`src/rtl/mkt_pkg.sv`:
```
// types, constants and code tables shared by the morse keyer files
package mkt_pkg;

    // command codes of an input item
    localparam logic CMD_CHAR = 1'b0;
    localparam logic CMD_TICK = 1'b1;

    // character codes
    localparam logic [7:0] CHAR_SPACE = 8'h20;
    localparam logic [7:0] CHAR_A     = 8'h41;
    localparam logic [7:0] CHAR_Z     = 8'h5A;
    localparam logic [7:0] CHAR_0     = 8'h30;
    localparam logic [7:0] CHAR_9     = 8'h39;

    localparam logic [15:0] TPU_RESET = 16'd100;

    // unit counts of the phases
    localparam logic [2:0] DOT_UNITS   = 3'd1;
    localparam logic [2:0] DASH_UNITS  = 3'd3;
    localparam logic [2:0] SPACE_UNITS = 3'd1;
    localparam logic [2:0] GAP_UNITS   = 3'd2;
    localparam logic [2:0] WORD_UNITS  = 3'd6;

    localparam int CODE_W = 5;

    typedef enum logic [3:0] {
        PH_IDLE = 4'b0001,
        PH_ON   = 4'b0010,
        PH_OFF  = 4'b0100,
        PH_GAP  = 4'b1000
    } phase_t;

    typedef struct packed {
        logic       command;
        logic [7:0] char_code;
    } in_item_t;

    typedef struct packed {
        logic key_level;
        logic busy_res;
        logic rejected;
    } out_item_t;

    // element count and pattern, bit 0 = first element, 1 = dash
    typedef struct packed {
        logic [2:0]        len;
        logic [CODE_W-1:0] pat;
    } code_t;

    typedef struct packed {
        logic  hit;
        code_t code;
    } lookup_t;

    localparam code_t LETTER_TABLE [26] = '{
        8'b010_00010, // a
        8'b100_00001, // b
        8'b100_00101, // c
        8'b011_00001, // d
        8'b001_00000, // e
        8'b100_00100, // f
        8'b011_00011, // g
        8'b100_00000, // h
        8'b010_00000, // i
        8'b100_01110, // j
        8'b011_00101, // k
        8'b100_00010, // l
        8'b010_00011, // m
        8'b010_00001, // n
        8'b011_00111, // o
        8'b100_00110, // p
        8'b100_01011, // q
        8'b011_00010, // r
        8'b011_00000, // s
        8'b001_00001, // t
        8'b011_00100, // u
        8'b100_01000, // v
        8'b011_00110, // w
        8'b100_01001, // x
        8'b100_01101, // y
        8'b100_00011  // z
    };

    localparam code_t DIGIT_TABLE [10] = '{
        8'b101_11111,
        8'b101_11110,
        8'b101_11100,
        8'b101_11000,
        8'b101_10000,
        8'b101_00000,
        8'b101_00001,
        8'b101_00011,
        8'b101_00111,
        8'b101_01111
    };

    function automatic lookup_t morse_lookup(input logic [7:0] c);
        lookup_t    res;
        logic [7:0] ofs_l;
        logic [7:0] ofs_d;
        res   = '0;
        ofs_l = c - CHAR_A;
        ofs_d = c - CHAR_0;
        if (c >= CHAR_A && c <= CHAR_Z)
        begin
            res.hit  = 1'b1;
            res.code = LETTER_TABLE[ofs_l[4:0]];
        end
        else if (c >= CHAR_0 && c <= CHAR_9)
        begin
            res.hit  = 1'b1;
            res.code = DIGIT_TABLE[ofs_d[3:0]];
        end
        return res;
    endfunction

endpackage

```
`src/rtl/mkt_keyer_core.sv`:
```
// keyer state registers and the per-item state update
module mkt_keyer_core #(
    parameter int MAX_ELEMENTS = 5
) (
    input  logic              clk,
    input  logic              rst_n,
    input  logic              fire,
    input  mkt_pkg::in_item_t item,
    input  logic [15:0]       ticks_per_unit,
    output mkt_pkg::out_item_t result
);
    import mkt_pkg::*;

    localparam int CNT_W = $clog2(MAX_ELEMENTS);

    phase_t                  phase_reg, phase_next;
    logic [MAX_ELEMENTS-1:0] pattern_reg, pattern_next;
    logic [CNT_W-1:0]        elem_left_reg, elem_left_next;
    logic [2:0]              units_reg, units_next;
    logic [15:0]             ticks_reg, ticks_next;

    always_comb
    begin
        logic [15:0]             unit_len;
        logic [15:0]             t1;
        logic [2:0]              u1;
        logic                    rej;
        lookup_t                 lk;
        logic [MAX_ELEMENTS-1:0] pat;
        unit_len       = (ticks_per_unit == 16'd0) ? 16'd1 : ticks_per_unit;
        phase_next     = phase_reg;
        pattern_next   = pattern_reg;
        elem_left_next = elem_left_reg;
        units_next     = units_reg;
        ticks_next     = ticks_reg;
        rej            = 1'b0;
        lk             = morse_lookup(item.char_code);
        pat            = MAX_ELEMENTS'(lk.code.pat);
        t1             = (ticks_reg != 16'd0) ? ticks_reg - 16'd1 : 16'd0;
        u1             = (units_reg != 3'd0) ? units_reg - 3'd1 : 3'd0;

        if (item.command == CMD_TICK)
        begin
            if (phase_reg != PH_IDLE)
            begin
                if (t1 != 16'd0)
                    ticks_next = t1;
                else if (u1 != 3'd0)
                begin
                    units_next = u1;
                    ticks_next = unit_len;
                end
                else
                begin
                    case (phase_reg)
                        PH_ON:
                        begin
                            phase_next = PH_OFF;
                            units_next = SPACE_UNITS;
                            ticks_next = unit_len;
                        end
                        PH_OFF:
                        begin
                            ticks_next = unit_len;
                            if (elem_left_reg != '0)
                            begin
                                elem_left_next = elem_left_reg - CNT_W'(1);
                                phase_next     = PH_ON;
                                units_next     = pattern_reg[0] ? DASH_UNITS : DOT_UNITS;
                                pattern_next   = pattern_reg >> 1;
                            end
                            else
                            begin
                                phase_next = PH_GAP;
                                units_next = GAP_UNITS;
                            end
                        end
                        default:
                        begin
                            phase_next     = PH_IDLE;
                            units_next     = 3'd0;
                            ticks_next     = 16'd0;
                            pattern_next   = '0;
                            elem_left_next = '0;
                        end
                    endcase
                end
            end
        end
        else if (phase_reg != PH_IDLE)
            rej = 1'b1;
        else
        begin
            ticks_next = unit_len;
            if (item.char_code == CHAR_SPACE)
            begin
                phase_next = PH_GAP;
                units_next = WORD_UNITS;
            end
            else if (!lk.hit)
            begin
                phase_next = PH_GAP;
                units_next = GAP_UNITS;
            end
            else
            begin
                // first element starts in this same item
                phase_next     = PH_ON;
                units_next     = pat[0] ? DASH_UNITS : DOT_UNITS;
                pattern_next   = pat >> 1;
                elem_left_next = CNT_W'(lk.code.len - 3'd1);
            end
        end

        result.key_level = (phase_next == PH_ON);
        result.busy_res  = (phase_next != PH_IDLE);
        result.rejected  = rej;
    end

    always_ff @(posedge clk or negedge rst_n)
    begin
        if (!rst_n)
        begin
            phase_reg     <= PH_IDLE;
            pattern_reg   <= '0;
            elem_left_reg <= '0;
            units_reg     <= 3'd0;
            ticks_reg     <= 16'd0;
        end
        else if (fire)
        begin
            phase_reg     <= phase_next;
            pattern_reg   <= pattern_next;
            elem_left_reg <= elem_left_next;
            units_reg     <= units_next;
            ticks_reg     <= ticks_next;
        end
    end

    // a dropped character leaves the timing untouched
    a_reject_holds: assert property (@(posedge clk) disable iff (!rst_n)
        fire && item.command == CMD_CHAR && phase_reg != PH_IDLE
        |=> $stable(phase_reg) && $stable(ticks_reg) && $stable(units_reg))
        else $error("rejected character changed state");

    a_idle_clear: assert property (@(posedge clk) disable iff (!rst_n)
        phase_reg == PH_IDLE
        |-> ticks_reg == 16'd0 && units_reg == 3'd0 && elem_left_reg == '0)
        else $error("idle with counters not cleared");

    a_busy_counts: assert property (@(posedge clk) disable iff (!rst_n)
        phase_reg != PH_IDLE |-> units_reg != 3'd0 && ticks_reg != 16'd0)
        else $error("busy phase with exhausted counters");

    a_no_fire_hold: assert property (@(posedge clk) disable iff (!rst_n)
        !fire |=> $stable(phase_reg) && $stable(ticks_reg))
        else $error("state moved without an item");

endmodule

```
`src/rtl/morse_keyer_transmitter.sv`:
```
// top level of the morse keyer: input register, keyer core, result register
//
// usage
// - input channel in_valid / in_stall / in_data: each item is either a
//   character (command 0, ascii in char_code) or one time tick (command 1)
// - output channel out_valid / out_stall / out_data: exactly one result item
//   per input item, in order: key line level, busy flag, rejected flag
// - cfg_wr_en / cfg_wr_data write ticks_per_unit; write only while idle,
//   a value of zero counts as one tick per unit
// - an item accepted by the input stage is registered there, and its result
//   is loaded into the output register once that register is free or draining;
//   out_valid rises with that load
// - throughput: one item per cycle while the receiver does not stall, set by
//   the single-pass state update between the input and result registers
// - the input stage takes a new item while a result waits, as long as the
//   result register is free or is being drained in the same cycle
// - when the receiver stalls, the result holds and the input register
//   fills; in_stall then rises until the result is taken
// - reset clears both stages, puts the keyer in idle with the line off,
//   and loads ticks_per_unit with 100
module morse_keyer_transmitter #(
    parameter int MAX_ELEMENTS = 5
) (
    input  logic               clk,
    input  logic               rst_n,
    input  logic               in_valid,
    output logic               in_stall,
    input  mkt_pkg::in_item_t  in_data,
    output logic               out_valid,
    input  logic               out_stall,
    output mkt_pkg::out_item_t out_data,
    input  logic               cfg_wr_en,
    input  logic [15:0]        cfg_wr_data
);
    import mkt_pkg::*;

    // input stage
    logic      s1_valid_reg;
    in_item_t  s1_item_reg;
    // result stage
    logic      out_valid_reg;
    out_item_t out_item_reg;
    // unit length register
    logic [15:0] tpu_reg;

    logic      advance;
    logic      in_take;
    out_item_t core_result;

    // an item moves into the result register when it is free or draining
    assign advance  = s1_valid_reg && (!out_valid_reg || !out_stall);
    assign in_stall = s1_valid_reg && !advance;
    assign in_take  = in_valid && !in_stall;

    always_ff @(posedge clk or negedge rst_n)
    begin
        if (!rst_n)
            tpu_reg <= TPU_RESET;
        else if (cfg_wr_en)
            tpu_reg <= cfg_wr_data;
    end

    always_ff @(posedge clk or negedge rst_n)
    begin
        if (!rst_n)
            s1_valid_reg <= 1'b0;
        else if (in_take)
            s1_valid_reg <= 1'b1;
        else if (advance)
            s1_valid_reg <= 1'b0;
    end

    // payload, no reset
    always_ff @(posedge clk)
    begin
        if (in_take)
            s1_item_reg <= in_data;
    end

    mkt_keyer_core #(
        .MAX_ELEMENTS(MAX_ELEMENTS)
    ) u_core (
        .clk            (clk),
        .rst_n          (rst_n),
        .fire           (advance),
        .item           (s1_item_reg),
        .ticks_per_unit (tpu_reg),
        .result         (core_result)
    );

    always_ff @(posedge clk or negedge rst_n)
    begin
        if (!rst_n)
            out_valid_reg <= 1'b0;
        else if (advance)
            out_valid_reg <= 1'b1;
        else if (!out_stall)
            out_valid_reg <= 1'b0;
    end

    always_ff @(posedge clk)
    begin
        if (advance)
            out_item_reg <= core_result;
    end

    assign out_valid = out_valid_reg;
    assign out_data  = out_item_reg;

endmodule
```
`config.mk`:
```
export PLATFORM = sky130hd
export DESIGN_NAME = morse_keyer_transmitter
export DESIGN_NICKNAME = d
export VERILOG_FILES = /design/src/rtl/mkt_pkg.sv /design/src/rtl/mkt_keyer_core.sv /design/src/rtl/morse_keyer_transmitter.sv
export SDC_FILE = /design/constraint.sdc
export NUM_CORES = 1
export LEC_CHECK = 0
export ABC_AREA = 1
export BUFFER_PORTS_ARGS = -buffer_cell sky130_fd_sc_hd__buf_4
export CAP_MARGIN = 20
export CORE_MARGIN = 2
export CORE_UTILIZATION = 25
export CTS_CLUSTER_DIAMETER = 40
export DETAILED_ROUTE_END_ITERATION = 10
export PLACE_DENSITY_LB_ADDON = 0.1
export REMOVE_ABC_BUFFERS = 1
export SYNTH_ARGS = -nofsm -noshare
export SYNTH_HDL_FRONTEND = slang
export SYNTH_SLANG_ARGS = --single-unit
```
`constraint.sdc`:
```
create_clock -name clk -period 3.4 [get_ports clk]
set_input_delay 0.51 -clock clk [delete_from_list [all_inputs] [get_ports clk]]
set_output_delay 0.51 -clock clk [all_outputs]
set_load 0.01 [all_outputs]
```
; After elaboration in Yosys (flattened, before gate mapping)
; Memories as Yosys holds them, arrays and structs flattened.
; Index checks and enable logic that the tools add are counted.
[totals]
n_memories = 2
register_bits = 61
mem_bits_ro = 384
inputBits = 30
elab_cells = 123
[op_classes]
addsub = 6
n_eq_ne = 14
n_lt_le_gt_ge = 6
muxes = 58
reduce_logical = 22
bitwise_logic = 2
[memory_table]
columns = memory, depth, width, rd, rd_clocked_by_memory_dff, wr, line
row1 = (no name shown), 32, 8, 1, 0, 0, mkt_pkg.sv:107  ; res.code = LETTER_TABLE[ofs_l[4:0]];
row2 = (no name shown), 16, 8, 1, 0, 0, mkt_pkg.sv:112  ; res.code = DIGIT_TABLE[ofs_d[3:0]];
[op_table]
columns = op, count
row1 = two-way mux 16 bit, 8
row2 = two-way mux 3 bit, 17
row3 = two-way mux 5 bit, 8
row4 = two-way mux 4 bit, 8
row5 = two-way mux 8 bit, 4
row6 = nonzero test 16 bit, 2
row7 = two-way mux 9 bit, 2
row8 = logical NOT 16 bit, 1
row9 = subtractor 16 x 1 -> 16 bit (second input constant), 1
row10 = one-hot mux 3 bit (2 select lines), 2
row11 = inequality test 2 bit (second input constant), 5
row12 = one-hot mux 5 bit (2 select lines), 1
row13 = AND reduction 9 bit, 1
row14 = nonzero test 3 bit, 3
row15 = subtractor 3 x 1 -> 3 bit (second input constant), 3
row16 = equality test 4 x 2 -> 1 bit (second input constant), 2
row17 = equality test 8 x 6 -> 1 bit (second input constant), 1
row18 = >= comparator 8 x 6 -> 1 bit (second input constant), 1
row19 = >= comparator 8 x 7 -> 1 bit (second input constant), 1
row20 = less-or-equal comparator 8 x 6 -> 1 bit (second input constant), 1
row21 = less-or-equal comparator 8 x 7 -> 1 bit (second input constant), 1
row22 = inequality test 4 x 1 -> 1 bit (second input constant), 2
row23 = one-hot mux 4 bit (2 select lines), 1
row24 = >= comparator 6 bit (second input constant), 1
row25 = other kinds (17), 31

; Depth between registers and ports, before layout
[depth]
ltp_word = 12
mapped_depth = 19
mapped_depth_nobuf = 18

; Cells and area by module
; Synthesis repeated with hierarchy kept, for this count alone.
[unflattened]
cells_unflattened = 614
hier_area_um2 = 4274.1
[by_module_without_submodules]
columns = module, area_per_inst_um2, instances, cells_per_inst
row1 = mkt_keyer_core, 3170.5, 1, 523
row2 = morse_keyer_transmitter, 1103.6, 1, 91

; Worst setup path after synthesis
; Ideal clock, no wire load.
[synth_timing]
path_kind = reg2reg
startpoint = register s1_item_reg[0] (netlist bit)
endpoint = register u_core.elem_left_reg[2]
setup_slack_ns = 0.646
stages_incl_launch_ff = 19
setup_ns = 0.126
period_less_slack_ns = 2.754
n_path_buf = 2
arrival_time_ns = 2.628
path_cell_list = edfxtp_1 buf_2 inv_1 ha_1 inv_1 ha_1 clkbuf_1 inv_1 nand2_1 o21ai_0 o21ai_0 o221ai_1 ha_1 inv_1 nand2_1 nand2_1 o22ai_1 nand2_1 o21ai_0
[synth_via]
elab_chain_cells = 12
[synth_rtl]
columns = item, line
row1 = start: declaration, morse_keyer_transmitter.sv:39  ; in_item_t s1_item_reg;
row2 = start signal: assignment, morse_keyer_transmitter.sv:77  ; s1_item_reg <= in_data;
row3 = subtractor 4 x 1 -> 4 bit, mkt_pkg.sv:103  ; ofs_d = c - CHAR_0;
row4 = NOT 4 -> 5 bit (implied by the code), mkt_pkg.sv:112
row5 = memory read (16 x 8 bit), n/a
row6 = two-way mux 8 bit (implied by the code) (2 in series), mkt_pkg.sv:112
row7 = two-way mux 9 bit, mkt_pkg.sv:109  ; else if (c >= CHAR_0 && c <= CHAR_9)
row8 = two-way mux 9 bit, mkt_pkg.sv:104  ; if (c >= CHAR_A && c <= CHAR_Z)
row9 = subtractor 3 x 1 -> 3 bit, mkt_keyer_core.sv:111  ; elem_left_next = CNT_W'(lk.code.len - 3'd1);
row10 = two-way mux 3 bit, mkt_keyer_core.sv:100  ; else if (!lk.hit)
row11 = two-way mux 3 bit, mkt_keyer_core.sv:95  ; if (item.char_code == CHAR_SPACE)
row12 = two-way mux 3 bit, mkt_keyer_core.sv:90  ; else if (phase_reg != PH_IDLE)
row13 = two-way mux 3 bit, mkt_keyer_core.sv:42  ; if (item.command == CMD_TICK)
row14 = end signal: assignment, mkt_keyer_core.sv:134  ; elem_left_reg <= elem_left_next;
row15 = end: declaration, mkt_keyer_core.sv:18  ; logic [CNT_W-1:0] elem_left_reg, elem_left_next;
; Parallel ways exist; a longest one is shown, timed or not. The select of a mux whose other input is x is not followed.
; A chain may end at the register's enable or synchronous reset.

; Worst setup path after layout
[layout_timing]
startpoint = register s1_item_reg[1] (netlist bit)
endpoint = register u_core.elem_left_reg[2]
; Same word-level chain as after synthesis.

==> impl_results.md <==
* Routed WL at around 11000 µm
* Core area at about 0.016 mm²
* Max Cap Viol at 0
* RSZ-0062 raised after global routing: false
* Initial antenna violation count at 0
* Yosys warnings at 0
* Iter 0 DRT Violations at 187
* Initial Util at 0.258
* Critical Path AT at around 3.3 ns
* Post-synthesis sequential area ratio at 0.380
* Antenna Nets Post-Route at 0
* Mean post-synth cell area at approximately 7.0 µm²
* Gpl congestion at between 0.8 and 0.9
* R2R setup slack at approximately 0.35 ns
* Setup WS pre-CTS at 0.303 ns
* Wire length per cell at approximately 13 µm
* Relative slew slack at 0.541
* Synth cell types at between 40 and 50
* Chip width at between 100 and 150 µm
* Root Buffer: clkbuf_16
* Max FO, Critical Path at 14
* Number of flops mapped to enable cells by yosys at 12
* Area Growth Syn to Fin at 19.3%
* Worst Tran Pin Value at between 0.6 and 0.7 ns
* Post-layout minimum cycle time at just over 3 ns
* Setup Skew at ~0.012 ns
* Setup TNS Final at 0 ns
* CTS tree: yes
* DRT Pass-1 Iters at 5
* Post-CTS Setup Bufs at 0
* R2R cell count at 17
* Share of layout cells above drive strength 1 at 0.129
* CP Launch Type: register
* DR DRC count at 0
* Total grt overflow at 0
* Vias post-DR at 3838
* Pwr Density at about 660 mW/mm²
* PostCTS Resize Cnt at 0
* Antenna diodes at 0
* Clock Latency Late Sink at about 0.34 ns
* Final period utilization at 0.897
* Hold Buf Count CTS at 0
* Crit path kind: reg2reg
* Worst Setup SP: s1_item_reg[1]
* Chip height at roughly 130 µm
* Vias/cell at 4.54
* Max-slew violations at 0
* Syn Std Cell Area at about 0.0041 mm²
* Worst setup margin at 0.351 ns
* Buffers on Ports at 34
* First-pass GRT wire length at between 15000 and 20000 µm
* Final Hold Vio Count at 0
* Total Power at roughly 3200 µW
* Vias in the first global route at roughly 3.7k
* RR Endpoint: u_core.elem_left_reg[2]
* CP Data Required Time at about 3.6 ns
* Die Area at between 0.015 and 0.02 mm²
* Clock transition at the registers of the reported paths at roughly 0.050 ns
* H-Tree Depth at 3
* Post-Syn Instances at 587
* Max clock buf depth at 2
* Cells after DPL at 829
* Sink Count at 60
* Fin cells at between 800 and 900
* FF+latch count, synth at 60
* Area of the multi-input gates at 0.00214 mm²
* Hold WC Path Type: in2async
* Pin count of the biggest net entering global routing at 49
* Detailed placer's ending HPWL at between 8000 and 9000 µm
* Critical path endpoint: u_core.elem_left_reg[2]
* WHS at about 0.2 ns
* Ports at 35
* Finish-stage setup viols at 0
* Most used DFF post-synth: dfrtp_1
* Status: finished, final reports clean
* Rows at between 40 and 50
* Peak VDD IR at between 0.2 and 0.3 mV
* Fmax at around 330 MHz
* Static leakage at 0.00235 µW
* Worst Setup End Kind: register
* RR Startpoint: s1_item_reg[1]
* Total CTS buffers at 9
* GRT Overall Usage at 0.135
* Ys async rst share at 0.800
* Total Nets Final at around 670
* Fillers at between 1.5k and 2k
* Storage element area at about 0.0016 mm²
per-layer routing:
layer / vias up / GRT usage / part of all wire
li1: 1997 / - / -
met1: 1749 / 0.199 / 0.51
met2: 79 / 0.197 / 0.42
met3: 13 / 0.0223 / 0.047
met4: 0 / 0.0520 / 0.016
met5: - / 0 / 0
critical path, stage by stage (launching register included):
cell,delay (ns)
edfxtp_1,0.51
inv_1,0.22
ha_1,0.34
inv_1,0.12
ha_1,0.43
a21oi_1,0.27
inv_1,0.08
nand2_1,0.06
o21ai_0,0.08
o21ai_1,0.21
inv_1,0.07
ha_1,0.17
inv_1,0.07
nand2_1,0.05
nand2_1,0.05
o22ai_1,0.06
nand2_1,0.05
o21ai_0,0.08
placed cells by master, fill, tap and decap left out, types with 2 or more instances in the layout:
cell | synthesis | final
o22ai_1 | 3 | 3
clkinv_1 | 3 | 3
edfxtp_1 | 12 | 12
o21ai_0 | 75 | 74
nand4_1 | 9 | 9
clkinv_2 | 0 | 2
buf_4 | 0 | 40
or2_2 | 3 | 3
clkbuf_16 | 0 | 9
nand3_1 | 32 | 32
clkbuf_1 | 11 | 2
nand3_2 | 2 | 2
a21oi_1 | 33 | 33
ha_1 | 15 | 15
o21ai_1 | 2 | 3
nand2_1 | 153 | 153
nor2_2 | 5 | 5
nand3_4 | 2 | 2
dfstp_2 | 4 | 4
inv_1 | 87 | 87
dfrtp_1 | 44 | 44
a22oi_2 | 3 | 3
nor2_1 | 55 | 55
nor4_1 | 2 | 2
nor3_1 | 6 | 6
o211ai_1 | 4 | 4
a31oi_1 | 2 | 2
nor2_4 | 3 | 3
logic make-up (layout without fill, tap and decap cells):
family,count (synthesis),in the layout,share of synthesized area
buf+inv,105,147,0.0996
xor+xnor,2,2,0.00425
fa+ha+maj,15,15,0.0456
flops,60,60,0.380
compound gates,130,130,0.176
simple gates,275,275,0.295
how the worst min path moves through the flow:
stage,to
after floorplan,out_valid
after global placement,out_valid
after detailed placement,out_valid
after CTS,u_core.ticks_reg[2]
after global routing,u_core.ticks_reg[8]
final,tpu_reg[1]
cell type report:
cell class | instances | area share
timing repair buffer | 40 | 0.0611
multi-input combinational | 422 | 0.436
tap | 216 | 0.0550
clock inverter | 4 | 0.00992
clock buffer | 12 | 0.0501
inverter | 91 | 0.0695
sequential | 60 | 0.319
cells in the mapped netlist (3+ instances only):
library cell	instances	area, µm²
a21oi_1	33	165
a22oi_2	3	37.5
clkbuf_1	11	41.3
clkinv_1	3	11.3
dfrtp_1	44	1100
dfstp_2	4	105
edfxtp_1	12	360
ha_1	15	188
inv_1	87	327
nand2_1	153	574
nand3_1	32	160
nand4_1	9	56.3
nor2_1	55	206
nor2_2	5	31.3
nor2_4	3	33.8
nor3_1	6	30.0
o211ai_1	4	30.0
o21ai_0	75	375
o22ai_1	3	18.8
or2_2	3	18.8
report_power, final:
group	total, µW	switching, µW	leakage [µW]	internal, µW
registers	1130	181	0.000676	945
logic	1160	755	0.00153	409
clock network	931	345	0.000147	587
total	3220	1280	0.00235	1940
metrics by stage:
stage	util	area, µm²
after floorplan	-	4050
after global placement	0.289	4620
after detailed placement	0.289	4620
after CTS	0.307	4920
after global routing	0.307	4920
final	0.307	4920
(Power assumes the default switching activity.)
